**src/rtl/core/srrip_pkg.sv**
```systemverilog
// Shared constants and types for the SRRIP cache lookup unit.
`timescale 1ns / 1ps
package srrip_pkg;
  localparam int WAYS = 4;
  localparam int SETS = 256;
  localparam int WAY_W = 2;
  localparam int SET_W = 8;
  localparam int TAG_W = 32;
  localparam int RRPV_W = 2;
  localparam logic [RRPV_W-1:0] RRPV_MAX = 2'd3;
  localparam logic [3:0] MAX_SET_BITS = 4'd8;

  localparam logic [1:0] REG_OFFSET_BITS = 2'd0;
  localparam logic [1:0] REG_SET_BITS    = 2'd1;
  localparam logic [1:0] REG_ACTIVE_WAYS = 2'd2;
  localparam logic [1:0] REG_INSERT_RRPV = 2'd3;

  // One way of a set as held in the line memory.
  typedef struct packed {
    logic              valid;
    logic              dirty;
    logic [RRPV_W-1:0] rrpv;
    logic [TAG_W-1:0]  tag;
  } line_t;

  typedef line_t [WAYS-1:0] set_line_t;

  // Outcome of one lookup, handed to the counter block.
  typedef struct packed {
    logic             hit;
    logic [WAY_W-1:0] way;
    logic             dirty_ev;
    logic             store;
  } lookup_res_t;
endpackage

```
**src/rtl/core/srrip_update.sv**
```systemverilog
// Hit search, SRRIP aging and victim choice for one set row.
`timescale 1ns / 1ps
module srrip_update (
  input  srrip_pkg::set_line_t               row_in,
  input  logic [srrip_pkg::TAG_W-1:0]        tag,
  input  logic                               store,
  input  logic [2:0]                         nways,
  input  logic [srrip_pkg::RRPV_W-1:0]       ins_rrpv,
  output srrip_pkg::set_line_t               row_out,
  output srrip_pkg::lookup_res_t             res
);
  import srrip_pkg::*;

  always_comb begin
    logic              found;
    logic [WAY_W-1:0]  hw;
    logic [RRPV_W-1:0] top;
    logic [RRPV_W-1:0] age;
    logic              vfound;
    logic [WAY_W-1:0]  vw;
    found = 1'b0;
    hw = '0;
    top = '0;
    vfound = 1'b0;
    vw = '0;
    row_out = row_in;
    // First matching valid way among the active ones.
    for (int w = WAYS - 1; w >= 0; w--) begin
      if (3'(w) < nways && row_in[w].valid && row_in[w].tag == tag) begin
        found = 1'b1;
        hw = WAY_W'(w);
      end
    end
    for (int w = 0; w < WAYS; w++) begin
      if (3'(w) < nways && row_in[w].rrpv > top) top = row_in[w].rrpv;
    end
    age = RRPV_MAX - top;
    res.hit = found;
    res.store = store;
    res.dirty_ev = 1'b0;
    if (found) begin
      res.way = hw;
      row_out[hw].rrpv = '0;
      if (store) row_out[hw].dirty = 1'b1;
    end else begin
      // Age the active ways, then replace the first at the maximum.
      for (int w = WAYS - 1; w >= 0; w--) begin
        if (3'(w) < nways) begin
          row_out[w].rrpv = row_in[w].rrpv + age;
          if (row_in[w].rrpv == top) begin
            vfound = 1'b1;
            vw = WAY_W'(w);
          end
        end
      end
      res.way = vfound ? vw : '0;
      res.dirty_ev = row_in[res.way].valid && row_in[res.way].dirty;
      row_out[res.way].tag = tag;
      row_out[res.way].valid = 1'b1;
      row_out[res.way].dirty = 1'b0;
      row_out[res.way].rrpv = ins_rrpv;
    end
  end
endmodule

```
**config.mk**
```make
export PLATFORM = sky130hd
export DESIGN_NAME = srrip_update
export DESIGN_NICKNAME = d
export VERILOG_FILES = /design/src/rtl/core/srrip_pkg.sv /design/src/rtl/core/srrip_update.sv
export SDC_FILE = /design/constraint.sdc
export NUM_CORES = 1
export LEC_CHECK = 0
export BUFFER_PORTS_ARGS = -buffer_cell sky130_fd_sc_hd__clkbuf_2
export CAP_MARGIN = 20
export CORE_ASPECT_RATIO = 1.5
export CORE_MARGIN = 10
export CORE_UTILIZATION = 25
export DETAILED_ROUTE_END_ITERATION = 10
export PLACE_DENSITY_LB_ADDON = 0.25
export SYNTH_ARGS = -nofsm -noshare
export SYNTH_HDL_FRONTEND = slang
export SYNTH_SLANG_ARGS = --single-unit
```
**constraint.sdc**
```tcl
create_clock -name vclk -period 8.7
set_clock_uncertainty 0.2 [all_clocks]
set_input_delay 0.87 -clock vclk [all_inputs]
set_output_delay 0.87 -clock vclk [all_outputs]
set_load 0.01 [all_outputs]
```
Yosys cells after proc, flatten, opt, wreduce, memory -nomap -nowiden:

Cells that the tools add are included.

* memories kept: 0
* bits in latches: 0
* input bits: 182
* logic and storage cells: 103
* flip-flop bits (word level): 0
* ROM bits: 0
* output and inout port bits: 149
* bits in writable memories: 0

* magnitude comparators: 12
* add/sub/neg operators: 5
* mux-type cells: 63
* shift-type cells: 0
* reduce and logical (&&, ||, !) cells: 15
* bitwise logic cells: 0
* divide/modulo/power cells: 0
* equality and inequality tests: 8
* multiply operators: 0

Operators by type and width (count)
* 144-bit bitwise mux: 6
* 36-bit demux with 2-bit select: 6
* 144-bit 2-to-1 mux: 2
* 32-bit == test: 4
* 36-bit binary-select mux with 2-bit select: 1
* 36-bit 2-to-1 mux: 2
* 35-bit 2-to-1 mux: 2
* 34-bit 2-to-1 mux: 2
* 2-bit 2-to-1 mux: 27
* 32-bit 2-to-1 mux: 1
* 1-bit logical AND: 15
* 1-bit 2-to-1 mux: 14
* 2-bit adder: 4
* 2-bit == test: 4
* 2-bit > comparator: 3
* 1-bit by 3-bit < comparator with 1-bit output, first input constant: 2
* 2-bit by 3-bit < comparator with 1-bit output, first input constant: 2
* 2-bit by 3-bit < comparator with 1-bit output, second input constant: 2
* 2-bit by 1-bit greater-or-equal comparator with 1-bit output, second input constant: 2
* 2-bit by 1-bit > comparator with 1-bit output, second input constant: 1
* 2-bit subtractor, first input constant: 1

Logic depth before layout (Yosys ltp):

Gate-level depths: netlist of the first run.

* word-level depth: 32
* depth in mapped cells: 26
* depth with buffers taken out: 25

Worst setup path before layout of the first run:

Ideal clock, no wire load.

* kind: input -> output
* from: in nways[1]
* to: out row_out[108] in the netlist's numbering
* arrival: 6733 ps
* cell stages on the path: 26
* buffers on the path: 1
* data required time: 7630 ps
* slack: 897 ps
* cells stage by stage: or3_4 and2_1 ha_1 a2bb2oi_2 o21a_1 mux2_2 ha_1 nor2b_1 o211ai_4 o211ai_1 and2_1 inv_1 ha_1 nor2b_1 o211ai_2 mux2i_1 ha_1 nand2_1 nand2_1 a31oi_1 nor2_1 nor4_2 o21ai_2 nor3_4 buf_6 mux2_4

RTL lines
* from (decl): RTL line srrip_update.sv:7 `input logic [2:0] nways,`
* to (decl): RTL line srrip_update.sv:9 `output srrip_pkg::set_line_t row_out,`

==> results of run 1 <==
## worst max-delay path, delay by kind of cell
kind | cells | cell delay (ps)
compound gates | 7 | 1480
buf+inv | 5 | 750
mux | 3 | 850
fa+ha+maj | 4 | 1080
simple gates | 10 | 2180
## power by group through the flow
stage               clock, µW  sequential (µW)  combinational [µW]
floorplan                   0                0                 633
global placement            0                0                 956
detailed placement          0                0                 957
CTS                         0                0                 963
global route                0                0                1020
finish                      0                0                 960
## through the flow
step,total power [µW],instance area (µm²),setup WS (ps),instances,hold slack (ps)
floorplan,633,5280,897,611,1630
global placement,956,7080,469,1173,1790
detailed placement,957,7080,379,1173,1800
CTS,963,7080,357,1173,1800
global route,1020,7100,23.7,1173,1810
finish,960,7100,380,1173,1790
## worst max-delay path by stage
stage,startpoint,slack (ps),depth (start not counted),to
after floorplan,nways[1],900,26,row_out[108]
after global placement,nways[1],470,28,row_out[13]
after detailed placement,nways[1],380,27,row_out[113]
after CTS,nways[1],360,29,row_out[13]
after global routing,nways[1],20,29,row_out[1]
final,nways[1],380,29,row_out[24]
## final cells by class
| cell class | instances | area share [%] |
|---|---|---|
| inverter | 15 | 0.793 |
| timing repair buffer | 343 | 25.1 |
| tap | 268 | 4.72 |
| multi-input combinational | 547 | 69.3 |
## cell usage after synthesis, drive strengths merged (2+ instances only)
master,count
nor4b,2
ha,10
nor4,30
nand3,13
o211a,4
a21oi,10
o211ai,7
nor2,23
nand2,33
xnor2,90
mux2,129
and4,4
mux2i,6
xor2,39
o21ai,14
a31oi,3
nor2b,9
or4,5
nand4,47
o31ai,3
o21a,4
nand4b,2
nor3,11
o41ai,2
and3,3
o2111ai,2
nand2b,8
o22ai,2
or3,4
nand3b,3
inv,15
buf,48
and2,4
or2,3
## cell families (layout without fill, tap and decap cells)
kind of cell | count (synthesis) | in the layout | share of synthesized area (%)
muxes | 136 | 136 | 35.1
AOI/OAI and AO/OA | 64 | 64 | 10.3
buffers and inverters | 64 | 358 | 7.15
xor gates and xnor gates | 129 | 129 | 21.4
adders and majority gates | 10 | 10 | 2.37
and+or+nand+nor | 208 | 208 | 23.7
## repair_timing
| action | 4_1_cts | 5_1_grt |
|---|---|---|
| endpoints found under the setup margin | 0 | 76 |
| hold buffers | 0 | 0 |
| resized for setup | 0 | 2 |
| buffers inserted | 0 | 0 |
## metal layers
metal	wire [µm]	vias up	part of all wire (%)
met1	11000	2936	37
li1	-	2863	-
met3	2060	33	6.9
met2	16200	304	54
met4	474	2	1.6
met5	13	-	0.044
==> impl_metrics.yaml, run 1 <==
floorplan:
  start_util_pct: 25.3
  die_area_mm2: 0.0275
  fp.dieW_um: 139
  rows: 65
  ioPinCount: 331
  core_region_area_mm2: 0.0209
  die_h_um: 198
final_layout:
  layout-drive-gt1-share_pct: 54.7
  utilization_pct: 34.0
  multi_input_area_mm2: 0.00492
  fin_nets: 1099
  n_clock_buffer: 0
  layout_commonest_cell: "clkbuf_2"
  layout_common_cells: "clkbuf_2, xnor2_1, mux2_4"
  diodes: 0
  regArea_um2: 0
  syn_to_final_growth_pct: 34.4
  fillers: 2355
  seq_cells: 0
timing:
  final_max_slew_viol_count: 0
  period_minus_slack_ps: 8320
  setup_viol: 0
  max_freq_ghz: 0.120
  setup_tns_ps: 0
  tightest_slew_ps: 615
  rsz0062_at_grt: "false"
  finalCritPeriodShare_pct: 95.6
  max_slew_margin_pct: 59.0
  hold_viol_final: 0
drt:
  routed_wl_mm: 29.7
  drcViolationCount: 0
  drt-pass1-iter-count: 5
  vias_per_cell: 5.23
  wire_per_inst_um: 25.3
  antenna_left: 0
  drt_iter0_drc: 333
  route.vias.total: 6138
synthesis:
  syn_nets: 803
  ys_warn_count: 0
  yosys-top-cells-area: "mux2_4, xnor2_1, mux2_2, xor2_1, nand4_1"
  syn_area_mm2: 0.00528
  ys_seq_area_share_pct: 0
  synthCells: 611
  yosysTopAreaCell: "mux2_4"
  syn_avg_cell_area_um2: 8.64
  synth_cell_types: 71
  netlist.area_leader.share_pct: 24.2
worst_hold_path:
  holdPathEnd: "res[0]"
  hold_path_depth: 2
  hp-class: "input pin to primary output"
  min_from: "store"
placement:
  gp_congestion: 0.940
  port_buffers: 331
  dp_hpwl_mm: 26.1
pwr:
  pwr-share-clk_pct: 0
  powerDensity_mw_per_mm2: 135
  cellLeakagePower_uw: 0.00329
  p_comb_share_pct: 100.0
  p_seq_share_pct: 0
  p_sw_uw: 511
  internal_power_uw: 448
  ir_drop_mv: 0.0768
  swShare_pct: 53.3
grt:
  grtUsageMet2_pct: 39.3
  grt_usage_pct: 19.8
  use_met3_pct: 4.41
  grt_pass1_wl_mm: 42.1
  grt_pass1_vias: 6616
  grt-busiest-layer: "met2"
  antenna_found_initial: 1
  grt_max_degree: 35
  grt_use_met1_pct: 20.8
  grt-ovfl-total: 0
critical_path:
  path_class: "input pin to primary output"
  crit_slowest_cell: "o41ai_4"
  crit_top_cell: "ha_1"
  crit_required_ps: 7630
  crit_path_end_kind: "primary output"
  critPathArrivalTime_ps: 7250
  startpoint_type: "input pin"
  worstPathMaxFanout: 13
  cpPeakStageDelay_ps: 520
flow_run:
  cap_viol_max_count: 0
outcome:
  outcome: "completed"
Note: power is estimated with default switching activity, not from simulation.
==> run 2, diff against run 1 <==
--- a/config.mk
+++ b/config.mk
@@ -5,12 +5,14 @@
 export SDC_FILE = /design/constraint.sdc
 export NUM_CORES = 1
 export LEC_CHECK = 0
+export ABC_AREA = 1
 export BUFFER_PORTS_ARGS = -buffer_cell sky130_fd_sc_hd__clkbuf_2
 export CAP_MARGIN = 20
 export CORE_ASPECT_RATIO = 1.5
 export CORE_MARGIN = 10
 export CORE_UTILIZATION = 25
 export DETAILED_ROUTE_END_ITERATION = 10
+export GPL_TIMING_DRIVEN = 0
 export PLACE_DENSITY_LB_ADDON = 0.25
 export SYNTH_ARGS = -nofsm -noshare
 export SYNTH_HDL_FRONTEND = slang
==> run 2 against run 1 <==
Combinational power increased by 27%. Via count increased by 47%. Final cell count increased by 45%. Design area increased by 4.4%. Critical path depth increased by 1. Flip-flop and latch count unchanged. Synthesized cell count increased by 80%. Core utilization increased by 0.41 points. Largest power group unchanged. Highest routed layer is now met4.
==> impl_metrics.yaml, run 2 <==
placement:
  gp_congestion: 0.991
  dp_hpwl_mm: 35.9
  port_buffers: 326
worst_hold_path:
  min_from: "row_in[17]"
  holdPathEnd: "row_out[17]"
  hp-class: "input pin to primary output"
  hold_path_depth: 4
pwr:
  swShare_pct: 66.7
  internal_power_uw: 405
  p_sw_uw: 811
  ir_drop_mv: 0.0630
  powerDensity_mw_per_mm2: 164
  p_seq_share_pct: 0
  p_comb_share_pct: 100.0
  cellLeakagePower_uw: 0.00431
  pwr-share-clk_pct: 0
synthesis:
  ys_warn_count: 0
  yosysTopAreaCell: "nand2_1"
  synth.most_common_cell: "nand2_1"
  netlist.area_leader.share_pct: 26.7
  ys_seq_area_share_pct: 0
  synth_commonest_cells: "nand2_1, inv_1, nor2_1"
  synthCells: 1100
  syn_area_mm2: 0.00543
  syn_nets: 1292
  yosys-top-cells-area: "nand2_1, inv_1, o21ai_1, nand4_1, o21ai_0"
  synth_cell_types: 42
  syn_avg_cell_area_um2: 4.94
grt:
  grt_pass1_vias: 9020
  grt_usage_pct: 27.5
  grt_pass1_wl_mm: 58.8
  grt-ovfl-total: 0
  antenna_found_initial: 1
  grt_max_degree: 11
floorplan:
  die_area_mm2: 0.0281
  fp.dieW_um: 140
  ioPinCount: 331
  start_util_pct: 25.2
  core_region_area_mm2: 0.0216
  die_h_um: 201
  rows: 66
drt:
  drt_iter0_drc: 777
  antenna_left: 0
  wire_per_inst_um: 24.6
  drt-pass1-iter-count: 7
  routed_wl_mm: 41.8
  vias_per_cell: 5.30
  drcViolationCount: 0
  route.vias.total: 9005
timing:
  period_minus_slack_ps: 7510
  finalCritPeriodShare_pct: 86.3
  setup_viol: 0
  rsz0062_at_grt: "false"
  setup_tns_ps: 0
  hold_viol_final: 0
  max_freq_ghz: 0.133
  final_max_slew_viol_count: 0
  tightest_slew_ps: 830
  max_slew_margin_pct: 44.1
critical_path:
  path_class: "input pin to primary output"
  startpoint_type: "input pin"
  critPathArrivalTime_ps: 6440
  worstPathMaxFanout: 10
  crit_path_end_kind: "primary output"
  cpPeakStageDelay_ps: 670
  crit_slowest_cell: "o21ai_0"
  crit_required_ps: 7630
final_layout:
  seq_cells: 0
  layout_commonest_cell: "nand2_1"
  layout_common_cells: "nand2_1, clkbuf_2, inv_1"
  layout-drive-gt1-share_pct: 30.4
  syn_to_final_growth_pct: 36.3
  fin_nets: 1620
  utilization_pct: 34.4
  n_clock_buffer: 0
  regArea_um2: 0
clock_network:
  cts_hold_buf: 0
  cts_resized: 0
  post-cts-setup-buffers: 0
flow_run:
  cap_viol_max_count: 0
outcome:
  outcome: "completed"
==> run 2: changes by cell type in the layout (fill, tap and decap cells not counted), moves of 58 or more <==
cell / change
mux2_4: -85
o21ai_0: +58
inv_1: +111
o21ai_1: +81
nor2_1: +60
nand2_1: +356
==> run 2: cells by family after synthesis <==
| family | after synthesis | synth area share, % |
|---|---|---|
| xor gates and xnor gates | 44 | 7.09 |
| and+or+nand+nor | 697 | 59.5 |
| AOI/OAI and AO/OA | 174 | 16.9 |
| adders and majority gates | 10 | 2.30 |
| buffers and inverters | 175 | 14.3 |
==> run 2: cell type report <==
cell class	instances	area, µm²
fillers	2645	14100
multi-input cells	925	4660
repair buffers	326	1630
inverters	141	529
well taps	272	340
plain buffers	34	245
diodes	1	2.50
==> run 2: worst max path at each step <==
| stage | from | end | slack [ps] | cells after the start |
|---|---|---|---|---|
| 2_1_floorplan | nways[2] | row_out[73] | 2650 | 30 |
| 3_3_place_gp | nways[2] | row_out[18] | 1230 | 30 |
| 3_5_place_dp | nways[2] | row_out[18] | 1230 | 30 |
| 4_1_cts | nways[1] | row_out[18] | 1220 | 30 |
| 5_1_grt | nways[1] | row_out[18] | 850 | 30 |
| 6_report | nways[1] | row_out[18] | 1190 | 30 |
==> run 2: per-stage QoR <==
stage / hold WS [ps] / instances / setup slack [ps] / area [µm²] / power (µW)
floorplan: 1630 / 1100 / 2650 / 5430 / 661
global placement: 1860 / 1698 / 1230 / 7400 / 1200
detailed placement: 1860 / 1698 / 1230 / 7400 / 1200
CTS: 1860 / 1698 / 1220 / 7400 / 1210
global route: 1890 / 1699 / 849 / 7410 / 1310
finish: 1860 / 1699 / 1190 / 7410 / 1220
==> run 2: critical path: cells and delay by family <==
family          cells  cell delay [ps]
compound gates      5             1820
simple gates       15             1710
fa+ha+maj           4             1150
buf+inv             6              860
==> run 2: power groups by stage <==
stage               clock network (µW)  registers (µW)  logic (µW)
floorplan                            0               0         661
global placement                     0               0        1200
detailed placement                   0               0        1200
CTS                                  0               0        1210
global route                 0.0000154               0        1310
finish                       0.0000154               0        1220
==> run 2: layer usage <==
layer / share of wire, % / vias to the layer above / GRT usage, %
met3: 8.4 / 117 / 5.07
met2: 49 / 540 / 48.2
met5: 0 / - / 0
met4: 7.2 / 0 / 16.9
met1: 36 / 4105 / 29.4
li1: - / 4243 / -
==> run 3, diff against run 2 <==
--- a/config.mk
+++ b/config.mk
@@ -12,8 +12,10 @@
 export CORE_MARGIN = 10
 export CORE_UTILIZATION = 25
 export DETAILED_ROUTE_END_ITERATION = 10
+export GPL_ROUTABILITY_DRIVEN = 0
 export GPL_TIMING_DRIVEN = 0
 export PLACE_DENSITY_LB_ADDON = 0.25
+export RECOVER_POWER = 25
 export SYNTH_ARGS = -nofsm -noshare
 export SYNTH_HDL_FRONTEND = slang
 export SYNTH_SLANG_ARGS = --single-unit
==> run 3 against run 2 <==
Design area shrank 0.68%. Critical path depth grew 1. Die area is the same. Global-route usage shrank 0.82 points. Non-clock buffer count is the same. Worst hold slack is essentially flat. Critical path type unchanged. Final cell count is the same.
==> impl_metrics.yaml, run 3 (same netlist as run 2, synthesis figures left out) <==
grt:
  grt-busiest-layer: "met2"
  use_met3_pct: 6.30
  grt_pass1_vias: 9106
  grt_use_met1_pct: 28.3
  grt_usage_pct: 26.6
  grt-ovfl-total: 0
  grt_max_degree: 11
  grtUsageMet2_pct: 46.9
  grt_pass1_wl_mm: 57.6
  antenna_found_initial: 1
timing:
  holdWs_ps: 1860
  final_max_slew_viol_count: 0
  hold_viol_final: 0
  setup_viol: 0
  setup_tns_ps: 0
  rsz0062_at_grt: "false"
  period_minus_slack_ps: 7760
  max_slew_margin_pct: 52.3
  finalCritPeriodShare_pct: 89.2
  max_freq_ghz: 0.129
  tightest_slew_ps: 716
outcome:
  outcome: "completed"
floorplan:
  fp.dieW_um: 140
  core_region_area_mm2: 0.0216
  rows: 66
  die_area_mm2: 0.0281
  start_util_pct: 25.2
  ioPinCount: 331
  die_h_um: 201
final_layout:
  layout-drive-gt1-share_pct: 28.6
  fin_nets: 1620
  layout_common_cells: "nand2_1, clkbuf_2, inv_1"
  n_clock_buffer: 0
  fillers: 2613
  regArea_um2: 0
  syn_to_final_growth_pct: 35.4
  multi_input_area_mm2: 0.00464
  seq_cells: 0
  finalNonFillerCells: 1699
  layout_commonest_cell: "nand2_1"
critical_path:
  crit_path_end_kind: "primary output"
  startpoint_type: "input pin"
  cpLargestDelayFamily: "simple AND/OR/NAND/NOR gates"
  crit_required_ps: 7630
  cp_num_buf_inv: 6
  worstPathMaxFanout: 10
  cpPeakStageDelay_ps: 420
  crit_top_cell: "nand2_1"
  critPathArrivalTime_ps: 6690
  crit_slowest_cell: "clkbuf_1"
  path_class: "input pin to primary output"
flow_run:
  cap_viol_max_count: 0
drt:
  drt-pass1-iter-count: 6
  routed_wl_mm: 40.6
  drt_iter0_drc: 703
  vias_per_cell: 5.39
  route.vias.total: 9152
  wire_per_inst_um: 23.9
  antenna_left: 0
  drcViolationCount: 0
placement:
  port_buffers: 326
  placedCellCount: 1698
  dp_hpwl_mm: 34.6
clock_network:
  cts_resized: 0
  cts_hold_buf: 0
  post-cts-setup-buffers: 0
worst_hold_path:
  hp-class: "input pin to primary output"
-- run 3: changes by cell type in the layout (fill, tap and decap cells not counted), sizes merged --
cell	previous run	this run
buf	27	23
clkbuf	333	337
-- run 3: cell type report --
cell class	count	area share, %
Antenna cell	1	0.0340
Buffer	34	3.23
Inverter	141	7.19
Multi-Input combinational cell	925	63.0
Tap cell	272	4.63
Timing Repair Buffer	326	21.9
-- run 3: through the flow --
| step | utilization [%] | instance area, µm² | setup slack (ps) |
|---|---|---|---|
| 5_1_grt | 34.1 | 7350 | 503 |
| 4_1_cts | 34.4 | 7400 | 1370 |
| 2_1_floorplan | - | 5430 | 2650 |
| 6_report | 34.1 | 7360 | 938 |
| 3_3_place_gp | 34.4 | 7400 | 1410 |
| 3_5_place_dp | 34.4 | 7400 | 1370 |
-- run 3: metal layers --
| metal | share of wire, % | up-vias |
|---|---|---|
| li1 | - | 4254 |
| met1 | 35 | 4178 |
| met2 | 49 | 596 |
| met3 | 9.5 | 122 |
| met4 | 6.5 | 2 |
| met5 | 0.032 | - |
-- run 3: final timing paths --
check	from	to	slack, ps	cells after the start
min	row_in[17]	row_out[17]	1860	4
max	nways[2]	row_out[8]	940	31
